$ cat config.mk
export PLATFORM = sky130hd
export DESIGN_NAME = wildcard_pattern_match
export DESIGN_NICKNAME = d
export VERILOG_FILES = /design/src/hdl/wpm_pkg.sv /design/src/hdl/wpm_cell.sv /design/src/hdl/wildcard_pattern_match.sv
export VERILOG_INCLUDE_DIRS = /design/src /design/src/hdl
export SDC_FILE = /design/constraint.sdc
export NUM_CORES = 2
export LEC_CHECK = 0
export ABC_CLOCK_PERIOD_IN_PS = 40900
export BUFFER_PORTS_ARGS = -buffer_cell sky130_fd_sc_hd__buf_2
export CORE_MARGIN = 4
export CORE_UTILIZATION = 24
export DETAILED_ROUTE_END_ITERATION = 10
export HOLD_SLACK_MARGIN = 0.05
export PLACE_DENSITY = 0.44
export SLEW_MARGIN = 20
export SYNTH_ARGS = -nofsm -noshare
export SYNTH_HDL_FRONTEND = slang
export SYNTH_HIERARCHICAL = 1
export SYNTH_SLANG_ARGS = --single-unit
$ cat constraint.sdc
create_clock -name clk -period 40.9 [get_ports clk]
set_input_delay 4.09 -clock clk [delete_from_list [all_inputs] [get_ports clk]]
set_output_delay 4.09 -clock clk [all_outputs]
set_load 0.005 [all_outputs]
$ cat src/hdl/assert_macros.svh
// Assertion macros used by the matcher top level.
`ifndef ASSERT_MACROS_SVH
`define ASSERT_MACROS_SVH

// Same-cycle implication, disabled in reset.
`define WPM_ASSERT_NOW(label, ante, cons) \
	label: assert property (@(posedge clk) disable iff (!arst_n) (ante) |-> (cons)) \
		else $error("wpm assertion failed");

// Next-cycle implication, disabled in reset.
`define WPM_ASSERT_NEXT(label, ante, cons) \
	label: assert property (@(posedge clk) disable iff (!arst_n) (ante) |=> (cons)) \
		else $error("wpm assertion failed");

`endif

$ cat src/hdl/wpm_pkg.sv
// Shared types and constants for the wildcard pattern matcher.
`timescale 1ns / 1ps

package wpm_pkg;

	localparam int PATTERN_MAX = 64;
	localparam int IDX_W       = 6;
	localparam int LEN_W       = 7;
	localparam int SYM_W       = 8;

	localparam logic [SYM_W-1:0] SYM_STAR     = 8'd42;
	localparam logic [SYM_W-1:0] SYM_QUESTION = 8'd63;

	// Input item kind carried on tuser
	typedef enum logic [1:0] {
		OP_LOAD  = 2'd0,
		OP_TEXT  = 2'd1,
		OP_START = 2'd2
	} op_t;

	// Item handed from cell to cell along the row
	typedef struct packed {
		logic             valid;
		logic             is_text;
		logic             is_load;
		logic [SYM_W-1:0] sym;
		logic [IDX_W-1:0] idx;
		logic             last;
		logic             empty;     // text held no bytes before this one
		logic             lead;      // all earlier pattern bytes are stars
		logic             new_prev;  // new match of the prefix ending left
		logic             old_prev;  // old match of the prefix ending left
		logic             matched;
	} item_t;

endpackage

$ cat src/hdl/wpm_cell.sv
// One matcher cell: holds one pattern byte and its prefix-match bit.
`timescale 1ns / 1ps

module wpm_cell (
	input  logic                      clk,
	input  logic                      arst_n,
	input  logic                      adv,
	input  logic [wpm_pkg::LEN_W-1:0] len,
	input  logic [wpm_pkg::IDX_W-1:0] cell_index,
	input  wpm_pkg::item_t            item_in,
	output wpm_pkg::item_t            item_s1
);

	logic [wpm_pkg::SYM_W-1:0] pat_q;
	logic                      bit_q;
	logic                      valid_q;
	wpm_pkg::item_t            data_q;
	logic                      is_star;
	logic                      active;
	logic                      is_end;
	logic                      lead;
	logic                      old_here;
	logic                      new_here;
	wpm_pkg::item_t            item_d;

	// Prefix recurrence for this position
	always_comb begin
		is_star  = (pat_q == wpm_pkg::SYM_STAR);
		active   = (len > {1'b0, cell_index});
		is_end   = (len == ({1'b0, cell_index} + 7'd1));
		lead     = item_in.lead & is_star;
		old_here = item_in.empty ? lead : bit_q;
		if (is_star) begin
			new_here = item_in.new_prev | old_here;
		end else begin
			new_here = item_in.old_prev &
				((pat_q == wpm_pkg::SYM_QUESTION) || (pat_q == item_in.sym));
		end
		new_here = new_here & active;

		item_d          = item_in;
		item_d.lead     = lead;
		item_d.new_prev = new_here;
		item_d.old_prev = old_here;
		if (item_in.is_text && is_end) begin
			item_d.matched = new_here;
		end
	end

	// Pattern byte, loaded by a passing load item
	always_ff @(posedge clk) begin
		if (adv && item_in.valid && item_in.is_load && (item_in.idx == cell_index)) begin
			pat_q <= item_in.sym;
		end
	end

	// Prefix bit
	always_ff @(posedge clk or negedge arst_n) begin
		if (!arst_n) begin
			bit_q <= 1'b0;
		end else if (adv && item_in.valid && item_in.is_text) begin
			bit_q <= new_here;
		end
	end

	// Hand-off register to the next cell
	always_ff @(posedge clk or negedge arst_n) begin
		if (!arst_n) begin
			valid_q <= 1'b0;
		end else if (adv) begin
			valid_q <= item_in.valid;
		end
	end

	always_ff @(posedge clk) begin
		if (adv) begin
			data_q <= item_d;
		end
	end

	always_comb begin
		item_s1       = data_q;
		item_s1.valid = valid_q;
	end

endmodule

$ cat src/hdl/wildcard_pattern_match.sv
// Top level of the wildcard pattern matcher: ingress, cell row, result port.
//
//  channel | direction | handshake          | payload
//  s_      | in        | s_tvalid/s_tready  | s_tdata, s_tuser (op), s_tlast
//  m_      | out       | m_tvalid/m_tready  | m_tdata (matched), m_tlast
//  cfg_    | in        | cfg_valid/cfg_ready| cfg_data (pattern_length)
//
// One item enters per cycle while s_tready is high; a text byte's result passes
// through the hand-off register of every cell of the 64-cell row before it leaves.
// A stalled result freezes the whole row, and s_tready drops with it.
// Start items act at ingress only; load items travel the row to their cell.
// Reset empties the row, sets length 1 and marks the text empty.
`timescale 1ns / 1ps
`include "assert_macros.svh"

module wildcard_pattern_match (
	input  logic                      clk,
	input  logic                      arst_n,
	input  logic                      s_tvalid,
	output logic                      s_tready,
	input  logic [15:0]               s_tdata,   // [7:0] symbol, [13:8] pattern_index
	input  logic [1:0]                s_tuser,   // [1:0] op
	input  logic                      s_tlast,   // text_last
	output logic                      m_tvalid,
	input  logic                      m_tready,
	output logic [7:0]                m_tdata,   // [0] matched
	output logic                      m_tlast,   // end_of_text
	input  logic                      cfg_valid,
	output logic                      cfg_ready,
	input  logic [wpm_pkg::LEN_W-1:0] cfg_data
);

	logic [wpm_pkg::LEN_W-1:0] len_q;
	logic [wpm_pkg::LEN_W-1:0] len_use;
	logic                      empty_q;
	logic                      adv;
	logic                      accept;
	wpm_pkg::op_t              op;
	wpm_pkg::item_t            head;
	wpm_pkg::item_t            chain [wpm_pkg::PATTERN_MAX];
	wpm_pkg::item_t            tail;

	// Handshakes
	assign tail      = chain[wpm_pkg::PATTERN_MAX-1];
	assign m_tvalid  = tail.valid & tail.is_text;
	assign adv       = ~m_tvalid | m_tready;
	assign s_tready  = adv;
	assign accept    = s_tvalid & adv;
	assign cfg_ready = 1'b1;
	assign op        = wpm_pkg::op_t'(s_tuser);

	// Length register, saturated to the row size
	always_ff @(posedge clk or negedge arst_n) begin
		if (!arst_n) begin
			len_q <= 7'd1;
		end else if (cfg_valid) begin
			len_q <= cfg_data;
		end
	end

	assign len_use = (len_q > wpm_pkg::LEN_W'(wpm_pkg::PATTERN_MAX)) ?
		wpm_pkg::LEN_W'(wpm_pkg::PATTERN_MAX) : len_q;

	// Text-empty flag, stamped on every item entering the row
	always_ff @(posedge clk or negedge arst_n) begin
		if (!arst_n) begin
			empty_q <= 1'b1;
		end else if (accept) begin
			case (op)
				wpm_pkg::OP_TEXT:  empty_q <= 1'b0;
				wpm_pkg::OP_START: empty_q <= 1'b1;
				default:           empty_q <= empty_q;
			endcase
		end
	end

	// Item entering cell 0
	always_comb begin
		head          = '0;
		head.is_text  = (op == wpm_pkg::OP_TEXT);
		head.is_load  = (op == wpm_pkg::OP_LOAD);
		head.valid    = accept & (head.is_text | head.is_load);
		head.sym      = s_tdata[7:0];
		head.idx      = s_tdata[13:8];
		head.last     = s_tlast;
		head.empty    = empty_q;
		head.lead     = 1'b1;
		head.new_prev = 1'b0;
		head.old_prev = empty_q;
		head.matched  = 1'b0;
	end

	// Row of cells
	for (genvar g = 0; g < wpm_pkg::PATTERN_MAX; g++) begin : g_cell
		wpm_pkg::item_t cell_in;
		if (g == 0) begin : g_first
			assign cell_in = head;
		end else begin : g_rest
			assign cell_in = chain[g-1];
		end
		wpm_cell u_cell (
			.clk        (clk),
			.arst_n     (arst_n),
			.adv        (adv),
			.len        (len_use),
			.cell_index (wpm_pkg::IDX_W'(g)),
			.item_in    (cell_in),
			.item_s1    (chain[g])
		);
	end

	// Result port
	assign m_tdata = {7'd0, tail.matched};
	assign m_tlast = tail.last;

	// A waiting result blocks the input side
	`WPM_ASSERT_NOW(a_stall_blocks_in, m_tvalid && !m_tready, !s_tready)
	// A text byte leaves the text non-empty
	`WPM_ASSERT_NEXT(a_text_clears_empty, accept && (op == wpm_pkg::OP_TEXT), !empty_q)
	// A start item marks the text empty
	`WPM_ASSERT_NEXT(a_start_sets_empty, accept && (op == wpm_pkg::OP_START), empty_q)
	// The row holds still while stalled
	`WPM_ASSERT_NEXT(a_row_frozen, !adv, $stable(tail.valid) && $stable(tail.matched))

endmodule
==> impl_metrics.env <==
export IMPL_clkLatencyLatePin_ps=900
export IMPL_wl_um=243000
export IMPL_crit_type="input pin to primary output"
export IMPL_min_period_ps=9350
export IMPL_p_per_area_nw_per_um2=38.5
export IMPL_stdcell_count=16000
export IMPL_grt_pass1_vias=67800
export IMPL_end_kind="primary output"
export IMPL_drt_pre_antenna_iters=7
export IMPL_holdPathEnd="g_cell[40].u_cell/item_s1[5]"
export IMPL_hp_start="g_cell[39].u_cell/item_s1[5]"
export IMPL_syn_area_um2=106000
export IMPL_arrival_ps=5260
export IMPL_area_growth_pct=19.9
export IMPL_io_pins=43
export IMPL_hold_violations=0
export IMPL_die_h_um=673
export IMPL_h_tree_depth=4
export IMPL_clockBufferDepth=4
export IMPL_grt_max_degree=172
export IMPL_status="complete, no violations"
export IMPL_global_route_usage_met2_pct=18.1
export IMPL_rows=243
export IMPL_cts_resized_gates=0
export IMPL_path_max_fanout=96
export IMPL_min_path_cells=0
export IMPL_drcViolationCount=0
export IMPL_gp_congestion=0.755
export IMPL_finalSetupTns_ps=0
export IMPL_antenna_left=0
export IMPL_maxCapViolations=0
export IMPL_synth_cells=7959
export IMPL_vias_per_cell=4.12
export IMPL_worst_slew_pin_slew_ps=1120
export IMPL_num_fill_cells=44500
export IMPL_multi_input_area_um2=49300
export IMPL_die_x_um=673
export IMPL_io_buffer_count=32
export IMPL_final_seq_area_um2=60500
export IMPL_track_usage_pct=10.5
export IMPL_worst_clock_skew_ps=52.7
export IMPL_tritoncts="done"
export IMPL_grt_busiest_layer="met2"
export IMPL_drtIter0Drc=3213
export IMPL_wl_per_cell_um=15.2
export IMPL_reg2regPathDepth=8
export IMPL_core_area_um2=439000
export IMPL_avgSynthCellArea_um2=13.3
export IMPL_numCtsBuffers=226
export IMPL_worstReg2RegEnd="g_cell[50].u_cell/pat_q[2]"
export IMPL_die_area_um2=452000
export IMPL_critPathLaunchType="input pin"
export IMPL_finalCritPeriodShare_pct=22.9
export IMPL_finalSetupViolCount=0
export IMPL_fmax_mhz=107
export IMPL_dp_hpwl_um=170000
export IMPL_dp_cells=15500
export IMPL_slew_headroom_pct=25.5
export IMPL_layout_common_cells="1901 x edfxtp_1, 1771 x conb_1, 876 x xor2_1"
export IMPL_reg2reg_from="g_cell[63].u_cell/item_s1[21]"
export IMPL_initial_core_util_pct=24.1
export IMPL_hold_buffers=0
export IMPL_min_path_type="flop to flop"
export IMPL_post_cts_setup_buffers=0
export IMPL_rsz0062_at_grt="no"
export IMPL_grt_use_met1_pct=13.6
export IMPL_nNetsFinal=10400
export IMPL_final_common_cell="edfxtp_1"
export IMPL_rrSetupSlack_ps=35490
export IMPL_antenna_found_initial=5
export IMPL_final_layout_size_suffix_gt1_share_pct=7.76
export IMPL_power_leakage_nw=52.6
export IMPL_clkSlewWorstSetupHoldPaths_ps=60
export IMPL_cts_sinks=2037
export IMPL_grt_pass1_wl_um=384000
export IMPL_overflow=0
export IMPL_vdd_drop_max_v=0.0000317
export IMPL_yosysWarningCount=6
export IMPL_slew_viol_final=0
export IMPL_grtUsageMet3_pct=1.55
export IMPL_num_vias=65800
export IMPL_root_buffer="clkbuf_16"
export IMPL_cp_required_ps=36810
power breakdown:
part / leakage [nW] / switching (mW) / internal [mW]
Combinational: 26.6 / 0.264 / 0.187
Clock: 3.60 / 0.851 / 1.19
Sequential: 22.4 / 0.0619 / 2.34
Total: 52.6 / 1.18 / 3.72
sequential cells by signal (all words and copies together), names as in the netlist:
name / flops
g_cell.u_cell/item_s1: 1389
g_cell.u_cell/pat_q: 512
g_cell.u_cell/bit_q: 64
g_cell.u_cell/valid_q: 64
len_q: 7
empty_q: 1
stage by stage:
| stage | util (%) | setup slack (ps) | instance area (µm²) | hold WS, ps | total power [mW] |
|---|---|---|---|---|---|
| global placement | 27.3 | 31520 | 120000 | 400 | 2.87 |
| detailed placement | 27.3 | 31500 | 120000 | 405 | 2.88 |
| CTS | 29.0 | 31490 | 127000 | 414 | 4.97 |
| floorplan | - | 3110 | 113000 | 400 | 2.80 |
| global route | 29.0 | 31450 | 127000 | 418 | 5.14 |
| finish | 29.0 | 31550 | 127000 | 415 | 4.89 |
critical path, cell delays in order:
cell and delay, ps:
buf_2 100, and3b_1 250, inv_8 560, buf_2 250
area by class of cell:
cell class | instances | share of cell area [%]
clock inverter | 142 | 1.19
clock buffer | 279 | 4.67
inverter | 463 | 1.37
sequential | 2037 | 47.6
timing repair buffer | 99 | 0.608
antenna | 1 | 0.00197
multi-input combinational | 7053 | 38.8
tap | 5880 | 5.79
layer usage:
layer  vias to the layer above  part of all wire [%]
li1                      32600                     -
met1                     32100                    46
met2                       707                    48
met3                       340                   3.4
met4                         0                   2.5
met5                         -                     0
worst max-delay path by stage:
stage / from / to / slack, ps / cells after the start
finish: m_tready / s_tready / 31550 / 4
global route: m_tready / s_tready / 31450 / 4
CTS: m_tready / s_tready / 31490 / 4
detailed placement: m_tready / s_tready / 31500 / 4
global placement: m_tready / s_tready / 31520 / 4
floorplan: m_tready / s_tready / 3110 / 2
Power figures use the tool's default switching activity.
